<file path="src/rtl/pota_pkg.sv">
// pota_pkg: shared constants and codes for the page owner table allocator
// depends on nothing; used by page_owner_table_allocator_top
package pota_pkg;

   localparam int PAGES_DEFAULT      = 64;
   localparam int PAGE_BYTES_DEFAULT = 4096;
   localparam int OWNER_BITS_DEFAULT = 8;

   localparam logic [31:0] BASE_ADDRESS_RESET = 32'h0080_0000;

   localparam int CMD_W    = 2;
   localparam int OWNER_W  = 8;
   localparam int COUNT_W  = 7;
   localparam int STATUS_W = 2;
   localparam int INDEX_W  = 6;
   localparam int ADDR_W   = 32;
   localparam int REQ_W    = 24;
   localparam int RSP_W    = 48;

   typedef enum logic [CMD_W-1:0] {
      CMD_ALLOC_ONE = 2'd0,
      CMD_ALLOC_RUN = 2'd1,
      CMD_FREE      = 2'd2,
      CMD_RESIZE    = 2'd3
   } cmd_type;

   typedef enum logic [STATUS_W-1:0] {
      STATUS_OK        = 2'd0,
      STATUS_NO_ROOM   = 2'd1,
      STATUS_BAD_COUNT = 2'd2
   } status_type;

endpackage

</file>
<file path="src/rtl/pota_ram.sv">
// pota_ram: single-port-write, single-port-read owner table memory
// read data registered; no package dependency
module pota_ram #(
   parameter int DEPTH = 64,
   parameter int WIDTH = 9
) (
   input  logic                     clock,
   input  logic                     wr_en,
   input  logic [$clog2(DEPTH)-1:0] wr_addr,
   input  logic [WIDTH-1:0]         wr_data,
   input  logic [$clog2(DEPTH)-1:0] rd_addr,
   output logic [WIDTH-1:0]         rd_data
);

   logic [WIDTH-1:0] mem [DEPTH];
   logic [WIDTH-1:0] rd_data_ff;

   always_ff @(posedge clock) begin
      if (wr_en) begin
         mem[wr_addr] <= wr_data;
      end
      rd_data_ff <= mem[rd_addr];
   end

   assign rd_data = rd_data_ff;

endmodule

</file>
<file path="src/rtl/page_owner_table_allocator_top.sv">
// page_owner_table_allocator_top: first-fit page allocator over an owner table
// depends on pota_pkg and pota_ram
//
// One command word is taken at a time. After reset a clearing pass over every entry
// frees the table; req_tready stays low during it. Free-owner scans the whole table,
// alloc one/run scans it and then claims page_count entries, and resize also releases
// up to old_count entries of the old run; every scan goes through the single read
// port of the owner table, one entry per cycle. A finished result waits in the
// output register while the next command is taken.
module page_owner_table_allocator_top #(
   parameter int PAGES      = pota_pkg::PAGES_DEFAULT,
   parameter int PAGE_BYTES = pota_pkg::PAGE_BYTES_DEFAULT,
   parameter int OWNER_BITS = pota_pkg::OWNER_BITS_DEFAULT
) (
   input  logic                        clock,
   input  logic                        reset,
   // cmd[1:0], owner_id[9:2], page_count[16:10], old_count[23:17]
   input  logic [pota_pkg::REQ_W-1:0]  req_tdata,
   input  logic                        req_tvalid,
   output logic                        req_tready,
   // status[1:0], page_index[7:2], start_address[39:8], pages_freed[46:40], zero[47]
   output logic [pota_pkg::RSP_W-1:0]  rsp_tdata,
   output logic                        rsp_tvalid,
   input  logic                        rsp_tready,
   input  logic [pota_pkg::ADDR_W-1:0] csr_data,
   input  logic                        csr_valid,
   output logic                        csr_ready
);

   localparam int AW  = (PAGES > 1) ? $clog2(PAGES) : 1;
   localparam int PW  = AW + 1;
   localparam int SW  = ((AW > pota_pkg::COUNT_W) ? AW : pota_pkg::COUNT_W) + 1;
   localparam int EW  = OWNER_BITS + 1;
   localparam int CW  = pota_pkg::COUNT_W;
   localparam logic [PW-1:0] PAGES_P = PW'(PAGES);
   localparam logic [SW-1:0] PAGES_S = SW'(PAGES);
   localparam logic [31:0]   PAGE_BYTES_W = 32'(PAGE_BYTES);

   typedef enum logic [2:0] {
      ST_CLEAR,
      ST_IDLE,
      ST_FREE_SCAN,
      ST_RUN_SCAN,
      ST_CLAIM,
      ST_REL_SCAN,
      ST_DONE
   } state_type;

   state_type                  state_ff, state_in;
   logic [PW-1:0]              ptr_ff, ptr_in;
   logic [PW-1:0]              end_ff, end_in;
   logic                       pend_ff, pend_in;
   logic [AW-1:0]              pend_idx_ff, pend_idx_in;
   pota_pkg::cmd_type          cmd_ff, cmd_in;
   logic [OWNER_BITS-1:0]      who_ff, who_in;
   logic [CW-1:0]              len_ff, len_in;
   logic [CW-1:0]              old_ff, old_in;
   logic [CW-1:0]              run_ff, run_in;
   logic                       found_ff, found_in;
   logic [AW-1:0]              start_ff, start_in;
   logic                       have_old_ff, have_old_in;
   logic [AW-1:0]              mark_ff, mark_in;
   logic [CW-1:0]              freed_ff, freed_in;
   logic [CW-1:0]              left_ff, left_in;
   logic [31:0]                prod_ff, prod_in;
   logic [31:0]                base_ff, base_in;
   pota_pkg::status_type       status_ff, status_in;
   logic                       rsp_valid_ff, rsp_valid_in;
   logic [pota_pkg::RSP_W-1:0] rsp_data_ff, rsp_data_in;

   logic          wr_en;
   logic [AW-1:0] wr_addr;
   logic [EW-1:0] wr_data;
   logic [EW-1:0] rd_data;

   logic                     issue;
   logic                     entry_busy;
   logic                     entry_mine;
   logic                     claimed;
   logic [SW-1:0]            rel_sum;
   pota_pkg::cmd_type        req_cmd;
   logic [OWNER_BITS-1:0]    req_who;
   logic [CW-1:0]            req_len;
   logic [31:0]              addr_out;

   pota_ram #(
      .DEPTH (PAGES),
      .WIDTH (EW)
   ) u_table (
      .clock   (clock),
      .wr_en   (wr_en),
      .wr_addr (wr_addr),
      .wr_data (wr_data),
      .rd_addr (ptr_ff[AW-1:0]),
      .rd_data (rd_data)
   );

   assign req_tready = (state_ff == ST_IDLE);
   assign csr_ready  = 1'b1;
   assign rsp_tvalid = rsp_valid_ff;
   assign rsp_tdata  = rsp_data_ff;

   assign req_cmd = pota_pkg::cmd_type'(req_tdata[1:0]);
   assign req_who = OWNER_BITS'(req_tdata[9:2]);
   assign req_len = (req_cmd == pota_pkg::CMD_ALLOC_ONE) ? CW'(1) : req_tdata[16:10];

   assign issue      = (ptr_ff != end_ff);
   assign entry_busy = rd_data[EW-1];
   assign entry_mine = entry_busy && (rd_data[OWNER_BITS-1:0] == who_ff);
   assign rel_sum    = SW'(mark_ff) + SW'(old_ff);
   assign claimed    = (status_ff == pota_pkg::STATUS_OK) && (cmd_ff != pota_pkg::CMD_FREE);
   assign addr_out   = base_ff + prod_ff;

   always_comb begin
      state_in     = state_ff;
      ptr_in       = ptr_ff;
      end_in       = end_ff;
      pend_in      = pend_ff;
      pend_idx_in  = pend_idx_ff;
      cmd_in       = cmd_ff;
      who_in       = who_ff;
      len_in       = len_ff;
      old_in       = old_ff;
      run_in       = run_ff;
      found_in     = found_ff;
      start_in     = start_ff;
      have_old_in  = have_old_ff;
      mark_in      = mark_ff;
      freed_in     = freed_ff;
      left_in      = left_ff;
      prod_in      = prod_ff;
      base_in      = base_ff;
      status_in    = status_ff;
      rsp_data_in  = rsp_data_ff;
      rsp_valid_in = rsp_valid_ff && !rsp_tready;
      wr_en        = 1'b0;
      wr_addr      = pend_idx_ff;
      wr_data      = '0;

      if (csr_valid) begin
         base_in = csr_data;
      end

      if (state_ff == ST_FREE_SCAN || state_ff == ST_RUN_SCAN || state_ff == ST_REL_SCAN) begin
         pend_in     = issue;
         pend_idx_in = ptr_ff[AW-1:0];
         if (issue) begin
            ptr_in = ptr_ff + PW'(1);
         end
      end

      unique case (state_ff)
         ST_CLEAR: begin
            wr_en   = 1'b1;
            wr_addr = ptr_ff[AW-1:0];
            ptr_in  = ptr_ff + PW'(1);
            if (ptr_ff == PAGES_P - PW'(1)) begin
               state_in = ST_IDLE;
            end
         end
         ST_IDLE: begin
            if (req_tvalid) begin
               cmd_in      = req_cmd;
               who_in      = req_who;
               len_in      = req_len;
               old_in      = req_tdata[23:17];
               run_in      = '0;
               found_in    = 1'b0;
               have_old_in = 1'b0;
               freed_in    = '0;
               status_in   = pota_pkg::STATUS_OK;
               ptr_in      = '0;
               end_in      = PAGES_P;
               pend_in     = 1'b0;
               if (req_cmd == pota_pkg::CMD_FREE) begin
                  state_in = ST_FREE_SCAN;
               end else if (req_len == '0 || int'(req_len) > PAGES) begin
                  status_in = pota_pkg::STATUS_BAD_COUNT;
                  state_in  = ST_DONE;
               end else begin
                  state_in = ST_RUN_SCAN;
               end
            end
         end
         ST_FREE_SCAN: begin
            if (pend_ff && entry_mine) begin
               wr_en    = 1'b1;
               freed_in = freed_ff + CW'(1);
            end
            if (!issue && !pend_ff) begin
               state_in = ST_DONE;
            end
         end
         ST_RUN_SCAN: begin
            if (pend_ff) begin
               if (!found_ff) begin
                  if (!entry_busy) begin
                     run_in = run_ff + CW'(1);
                     if (run_ff + CW'(1) == len_ff) begin
                        found_in = 1'b1;
                        start_in = pend_idx_ff - AW'(len_ff - CW'(1));
                     end
                  end else begin
                     run_in = '0;
                  end
               end
               if (cmd_ff == pota_pkg::CMD_RESIZE && !have_old_ff && entry_mine) begin
                  have_old_in = 1'b1;
                  mark_in     = pend_idx_ff;
               end
            end
            if (!issue && !pend_ff) begin
               if (found_ff) begin
                  ptr_in   = PW'(start_ff);
                  left_in  = len_ff;
                  state_in = ST_CLAIM;
               end else begin
                  status_in = pota_pkg::STATUS_NO_ROOM;
                  state_in  = ST_DONE;
               end
            end
         end
         ST_CLAIM: begin
            wr_en   = 1'b1;
            wr_addr = ptr_ff[AW-1:0];
            wr_data = {1'b1, who_ff};
            ptr_in  = ptr_ff + PW'(1);
            left_in = left_ff - CW'(1);
            prod_in = 32'(start_ff) * PAGE_BYTES_W;
            if (left_ff == CW'(1)) begin
               if (cmd_ff == pota_pkg::CMD_RESIZE && have_old_ff) begin
                  ptr_in   = PW'(mark_ff);
                  end_in   = (rel_sum > PAGES_S) ? PAGES_P : PW'(rel_sum);
                  pend_in  = 1'b0;
                  state_in = ST_REL_SCAN;
               end else begin
                  state_in = ST_DONE;
               end
            end
         end
         ST_REL_SCAN: begin
            if (pend_ff) begin
               wr_en = 1'b1;
               if (entry_busy) begin
                  freed_in = freed_ff + CW'(1);
               end
            end
            if (!issue && !pend_ff) begin
               state_in = ST_DONE;
            end
         end
         ST_DONE: begin
            if (!rsp_valid_ff || rsp_tready) begin
               rsp_valid_in = 1'b1;
               rsp_data_in  = {1'b0, freed_ff,
                               claimed ? addr_out : 32'd0,
                               claimed ? pota_pkg::INDEX_W'(start_ff) : 6'd0,
                               status_ff};
               state_in     = ST_IDLE;
            end
         end
         default: begin
            state_in = ST_IDLE;
         end
      endcase
   end

   always_ff @(posedge clock) begin
      if (reset) begin
         state_ff     <= ST_CLEAR;
         ptr_ff       <= '0;
         rsp_valid_ff <= 1'b0;
         base_ff      <= pota_pkg::BASE_ADDRESS_RESET;
         pend_ff      <= 1'b0;
      end else begin
         state_ff     <= state_in;
         ptr_ff       <= ptr_in;
         rsp_valid_ff <= rsp_valid_in;
         base_ff      <= base_in;
         pend_ff      <= pend_in;
      end
      end_ff      <= end_in;
      pend_idx_ff <= pend_idx_in;
      cmd_ff      <= cmd_in;
      who_ff      <= who_in;
      len_ff      <= len_in;
      old_ff      <= old_in;
      run_ff      <= run_in;
      found_ff    <= found_in;
      start_ff    <= start_in;
      have_old_ff <= have_old_in;
      mark_ff     <= mark_in;
      freed_ff    <= freed_in;
      left_ff     <= left_in;
      prod_ff     <= prod_in;
      status_ff   <= status_in;
      rsp_data_ff <= rsp_data_in;
   end

endmodule
</file>
<file path="config.mk">
export PLATFORM = sky130hd
export DESIGN_NAME = page_owner_table_allocator_top
export DESIGN_NICKNAME = d
export VERILOG_FILES = /design/src/rtl/pota_pkg.sv /design/src/rtl/pota_ram.sv /design/src/rtl/page_owner_table_allocator_top.sv
export SDC_FILE = /design/constraint.sdc
export NUM_CORES = 1
export LEC_CHECK = 0
export CAP_MARGIN = 20
export CORE_MARGIN = 2
export CORE_UTILIZATION = 44
export CTS_CLUSTER_SIZE = 28
export DETAILED_ROUTE_END_ITERATION = 10
export DONT_BUFFER_PORTS = 1
export HOLD_SLACK_MARGIN = 0.05
export SETUP_SLACK_MARGIN = 0.4
export SYNTH_ARGS = -nofsm -noshare
export SYNTH_HDL_FRONTEND = slang
export SYNTH_SLANG_ARGS = --single-unit
export TNS_END_PERCENT = 20
</file>
<file path="constraint.sdc">
create_clock -name clock -period 3.8 [get_ports clock]
set_input_delay 0.95 -clock clock [delete_from_list [all_inputs] [get_ports clock]]
set_output_delay 0.95 -clock clock [all_outputs]
set_load 0.01 [all_outputs]
</file>
== Word-level counts from Yosys, hierarchy flattened ==
Memories as Yosys holds them, arrays and structs flattened. A register that Yosys moved wholly into a read port is not among the register bits.
Cells that the tools add are included.
Operators by class
  add/sub/neg operators: 8
  multiply operators: 0
  divide/modulo/power cells: 0
  magnitude comparators: 2
  eq/ne operators: 28
  shift operators: 0
  multiplexer cells: 66
  bitwise operators: 2
  reductions and logical operators: 39
Operators with widths (count)
  $mux 7: 21
  $pmux 7 s2: 3
  $add 32x18->32: 1
  $pmux 7 s4: 1
  $mux 3: 8
  $add 7x1->7 const B: 3
  $pmux 7 s3: 1
  $ne 2x2->1 const B: 10
  $pmux 3 s6: 1
  $mux 1: 17
  $reduce_and 4->1: 4
  $mux 2: 7
  $ne 2x1->1 const B: 5
  $reduce_and 5->1: 2
  $eq 3x3->1 const B: 3
  $mux 9: 1
  $reduce_and 3->1: 3
  $add 6x7->8: 1
  $eq 8x8->1: 1
  $gt 8x7->1 const B: 1
  $logic_and 1x1->1: 8
  $eq 7x1->1 const B: 1
  $eq 7x6->1 const B: 1
  $eq 7x7->1: 1
  other kinds (23): 40
Storage, ports and cells
  flip-flop bits (word level): 171
  latch bits: 0
  RAM bits: 576
  memory bits (read-only): 0
  output and inout bits: 51
  logic and storage cells: 168
  memories kept: 1
Memory list
  u_table.mem: depth 64, bits a word 9, rd ports 1, clocked after memory_dff 1, write ports 1, RTL line pota_ram.sv:15  | logic [WIDTH-1:0] mem [DEPTH];

== Logic depth before layout (Yosys ltp) ==
  depth after elaboration: 8
  depth in mapped cells: 10
  depth with buffers taken out: 10

== Modules after synthesis ==
A second synthesis with hierarchy kept.
Unflattened totals
  cells, all modules: 1771
  area, all modules: 31004.7 µm²
Modules (own cells, without submodules)
  pota_ram: times used 1, cells an instance 1063, area an instance 22855.7 µm², sequential area each 17476.8 µm²
  page_owner_table_allocator_top: times used 1, cells an instance 708, area an instance 8149.1 µm², sequential area each 4694.5 µm²

== Least setup slack after synthesis ==
OpenSTA, ideal clock, no wires.
  kind: reg-to-reg
  start: register state_ff[2]
  end: memory u_table.mem[0][2] (data pin)
  library setup time: 0.367 ns
  data arrival time: 3.455 ns
  setup slack: -0.023 ns
  cell stages (with the launch flop): 7
  clock period less this slack: 3.823 ns
  cells stage by stage: dfxtp_1 buf_2 or3b_1 clkbuf_1 inv_1 clkbuf_1 and2_1
Between the ends
  word-level cells in the longest chain between the ends: 2
Ends and longest elaborated chain
  start: declaration: RTL line page_owner_table_allocator_top.sv:49  | state_type state_ff, state_in;
  start signal: assignment: RTL line page_owner_table_allocator_top.sv:276  | state_ff <= state_in;
  $eq 3x3->1: RTL line page_owner_table_allocator_top.sv:152  | unique case (state_ff)
  $mux 9: RTL line page_owner_table_allocator_top.sv:152
  named net u_table.wr_data[2]: RTL line pota_ram.sv:10  | input logic [WIDTH-1:0] wr_data,
  end: declaration: RTL line pota_ram.sv:15
The timed path passes the listed nets, and every way through them passes these cells.

== Final worst setup path ==
  start: register state_ff[2]
  end: memory u_table.mem[56][6] (data pin)
The elaborated chain is that of the path after synthesis.

==> impl_summary.txt <==
----------------------------------------------------
[Status]
  Outcome ... completed

[Clocking]
  Clock tree from TritonCTS ... built
  Largest buffer count on any clock path ... 3
  Number of hold-repair buffers added at the cts stage ... 0
  CTS H-tree depth ... 3
  Clock sink total ... 756
  Total CTS buffers ... 78
  Clock insertion delay at the later pin of the skew report ... 0.64 ns
  Clock slew at the register clock pins of the worst setup and hold paths ... 0.07 ns
  Root buffer cell ... clkbuf_16

[Floorplanning]
  Number of placed I/O pins ... about 110
  Die W ... approximately 270 µm
  Die area ... 71810 µm²
  Height of the die ... 268.0 µm
  Standard cell core area ... 68830 µm²
  Number of cell rows ... 96
  Starting density of the core ... between 40% and 50%

[Layout]
  Area growth syn-to-layout ... 14.29%
  Most common cell after layout, fill and taps aside ... edfxtp_1
  Final layout net count ... 1956
  Number of fillers in the final layout ... between 5000 and 6000
  Ratio of cells with drive above 1 in the final layout ... 21.00%
  Finished Core Util ... 50.92%
  Commonest cells after routing, fill and taps aside ... 703 x edfxtp_1, 144 x mux4_2, 103 x buf_4

[Hold path]
  Number of instances on the worst hold path ... 1
  Startpoint of the lowest-slack hold path ... reset
  Type of the tightest min-delay check ... in -> reg
  Worst Hold Path EP ... ptr_ff[2]$_SDFF_PP0_

[Drt]
  Via/cell ratio ... 5.761
  1st-iter DRT viols ... between 1500 and 2000
  Average wire length per cell after detail routing ... between 20 and 30 µm
  DRC ... 0
  First-pass DRT Iterations ... 5
  Vias ... 16480
  Number of nets with antenna violations after routing ... 0
  Total routed wirelength ... 73220 µm

[Synth]
  Post-synth design cell area ... approximately 31000 µm²
  Number of storage elements in the synthesis netlist ... 756
  Prevailing post-synth register cell ... edfxtp_1
  Netlist cell types ... 65
  Number of enable-type register cells in the synthesized netlist ... 703
  Cells after synthesis ... 1758
  Net count after synthesis ... around 1800
  Register area share after synthesis ... 72.31%
  Number of warnings issued by yosys ... 0
  Average cell area after synthesis ... 17.44 µm²
  Share of synthesized flip-flops with an asynchronous set or reset ... 0%

[Setup path]
  Endpoint of the lowest-slack register-to-register path ... u_table.mem[56][6]$_DFFE_PP_
  Reg-to-reg setup timing slack ... 0.66 ns
  CP Data Arrival Time ... between 3 and 4 ns
  Max Fanout on Critical Path ... 64
  CP required ... 4.12 ns
  Endpoint type of the worst setup path ... flop
  Worst r2r path cells ... 4
  Worst Setup Path Type ... reg -> reg
  Kind of start point of the critical path ... flop
  R2r startpoint ... state_ff[2]$_SDFFE_PP0P_

[Power and ir drop]
  Areal power density over the cells ... about 500 nW/µm²
  Leakage power ... 10.26 nW
  Worst vdd ir ... 0.3146 mV

[Timing]
  Ratio of final minimum period to clock period ... between 80% and 90%
  Post-layout minimum cycle time ... 3.140 ns
  Unrepaired setup endpoints after global routing ... false
  Total of endpoints with negative setup slack in the final report ... 0
  Transition at the pin with the smallest max-transition slack ... just over 0.9 ns
  Hold violation total from the final report ... 0
  Worst-case hold slack ... 0.3684 ns
  Total negative slack for setup checks ... 0 ns
  Setup skew after layout ... about 0.027 ns
  Top achievable clock speed ... about 320 MHz
  Worst slew margin ... 38.60%
  Number of slew-limit violations in the final report ... 0

[Global routing]
  Antenna violations before repair ... 11
  Maximum number of pins on one net before global-route repair ... between 80 and 90
  Wire length of the first global-routing pass ... between 100000 and 150000 µm
  Overflow left after global routing ... 0
  Number of global-route vias before repair ... 16290
  All-layer global routing usage ... 20.62%

[Run]
  Number of max-cap violations ... 0

[Place]
  DP Wirelength ... between 40000 and 50000 µm
  Weighted congestion at the end of routability-driven global placement ... approximately 0.90
  Total of buffers placed on input and output ports ... 0

----------------------------------------------------
-- state kept, by name (all words and copies together) (netlist names), 2 cells and up --
signal           cells
u_table.mem        576
run_ff               7
state_ff             3
mark_ff              6
prod_ff              6
cmd_ff               2
old_ff               7
ptr_ff               7
status_ff            2
rsp_tdata           47
freed_ff             7
pend_idx_ff          6
u_table.rd_data      9
left_ff              7
who_ff               8
end_ff               7
len_ff               7
start_ff             6
base_ff             32
-- logic make-up (layout without fill, tap and decap cells) --
family / Yosys count / count (layout) / share of synthesized area, %
flip-flops: 756 / 756 / 72.31
AND/OR/NAND/NOR: 420 / 420 / 6.778
AO/OA/AOI/OAI: 185 / 185 / 4.126
multiplexers: 181 / 181 / 11.79
buffers and inverters: 117 / 288 / 1.775
XOR/XNOR: 68 / 68 / 1.942
adder cells (fa/ha/maj): 29 / 29 / 1.257
other: 2 / 3 / 0.02449
-- Yosys cell counts (all sizes together) (33+ instances only) --
master  number  area [µm²]
a21oi       35       175.2
and2        41       256.5
buf         46       276.5
clkbuf      40       151.4
dfxtp       53        1061
edfxtp     703       21110
mux2i       36       360.4
mux4       144        3243
nand2       79       296.5
nor2       101       379.1
nor3        95       485.5
o21ai       36       180.2
xnor2       33       289.0
xor2        35       306.5
-- metrics by stage --
step           power [mW]  worst slack [ns]  cells  instance area [µm²]
6_report            17.51            0.6603   2861                35040
5_1_grt             18.05            0.4710   2860                35040
4_1_cts             17.67            0.5837   2859                35020
3_5_place_dp        9.961            0.5947   2716                32420
3_3_place_gp        9.955            0.7028   2716                32420
2_1_floorplan       9.746            0.6636   1758                30660
-- routing by layer --
metal | share of wire [%] | track usage, % | vias to the layer above
li1 | - | - | 7199
met1 | 42 | 28.16 | 8575
met2 | 48 | 32.76 | 567
met3 | 7.5 | 5.012 | 130
met4 | 2.7 | 6.704 | 12
met5 | 0.087 | 0 | -
-- worst max-delay path by stage --
stage,from,to,slack (ns),cells after the start
final,state_ff[2]$_SDFFE_PP0P_,u_table.mem[56][6]$_DFFE_PP_,0.66,4
after global routing,state_ff[2]$_SDFFE_PP0P_,u_table.mem[18][3]$_DFFE_PP_,0.47,4
after CTS,state_ff[2]$_SDFFE_PP0P_,u_table.mem[58][7]$_DFFE_PP_,0.58,4
after detailed placement,state_ff[2]$_SDFFE_PP0P_,u_table.mem[56][7]$_DFFE_PP_,0.59,4
after global placement,state_ff[2]$_SDFFE_PP0P_,u_table.mem[58][7]$_DFFE_PP_,0.70,4
after floorplan,state_ff[2]$_SDFFE_PP0P_,u_table.mem[0][2]$_DFFE_PP_,0.66,6
-- report_power, final --
group          switching (mW)  total, mW  internal, mW
Sequential             0.0506       9.10          9.05
Clock                    3.19       7.73          4.54
Combinational           0.393      0.680         0.287
-- final cells by class --
cell class / count / area, µm² / share of cell area, %
tap: 931 / 1165 / 3.324
antenna: 1 / 2.502 / 0.007141
multi-input combinational: 885 / 7984 / 22.78
clock buffer: 106 / 2182 / 6.227
sequential: 756 / 22180 / 63.30
clock inverter: 37 / 416.7 / 1.189
inverter: 31 / 116.4 / 0.3320
timing repair buffer: 114 / 993.5 / 2.835
-- worst max-delay path, cell delays in order, from the launching register on --
cell and delay [ns]:
dfxtp_1 0.66, or3b_1 0.64, inv_2 0.60, and2_2 0.25, buf_4 0.59
-- repair_timing --
| item | in CTS | in global routing |
|---|---|---|
| endpoints found under the setup margin | 0 | 32 |
| resized for setup | 0 | 1 |
| setup buffers | 0 | 0 |
(Power assumes the default switching activity.)
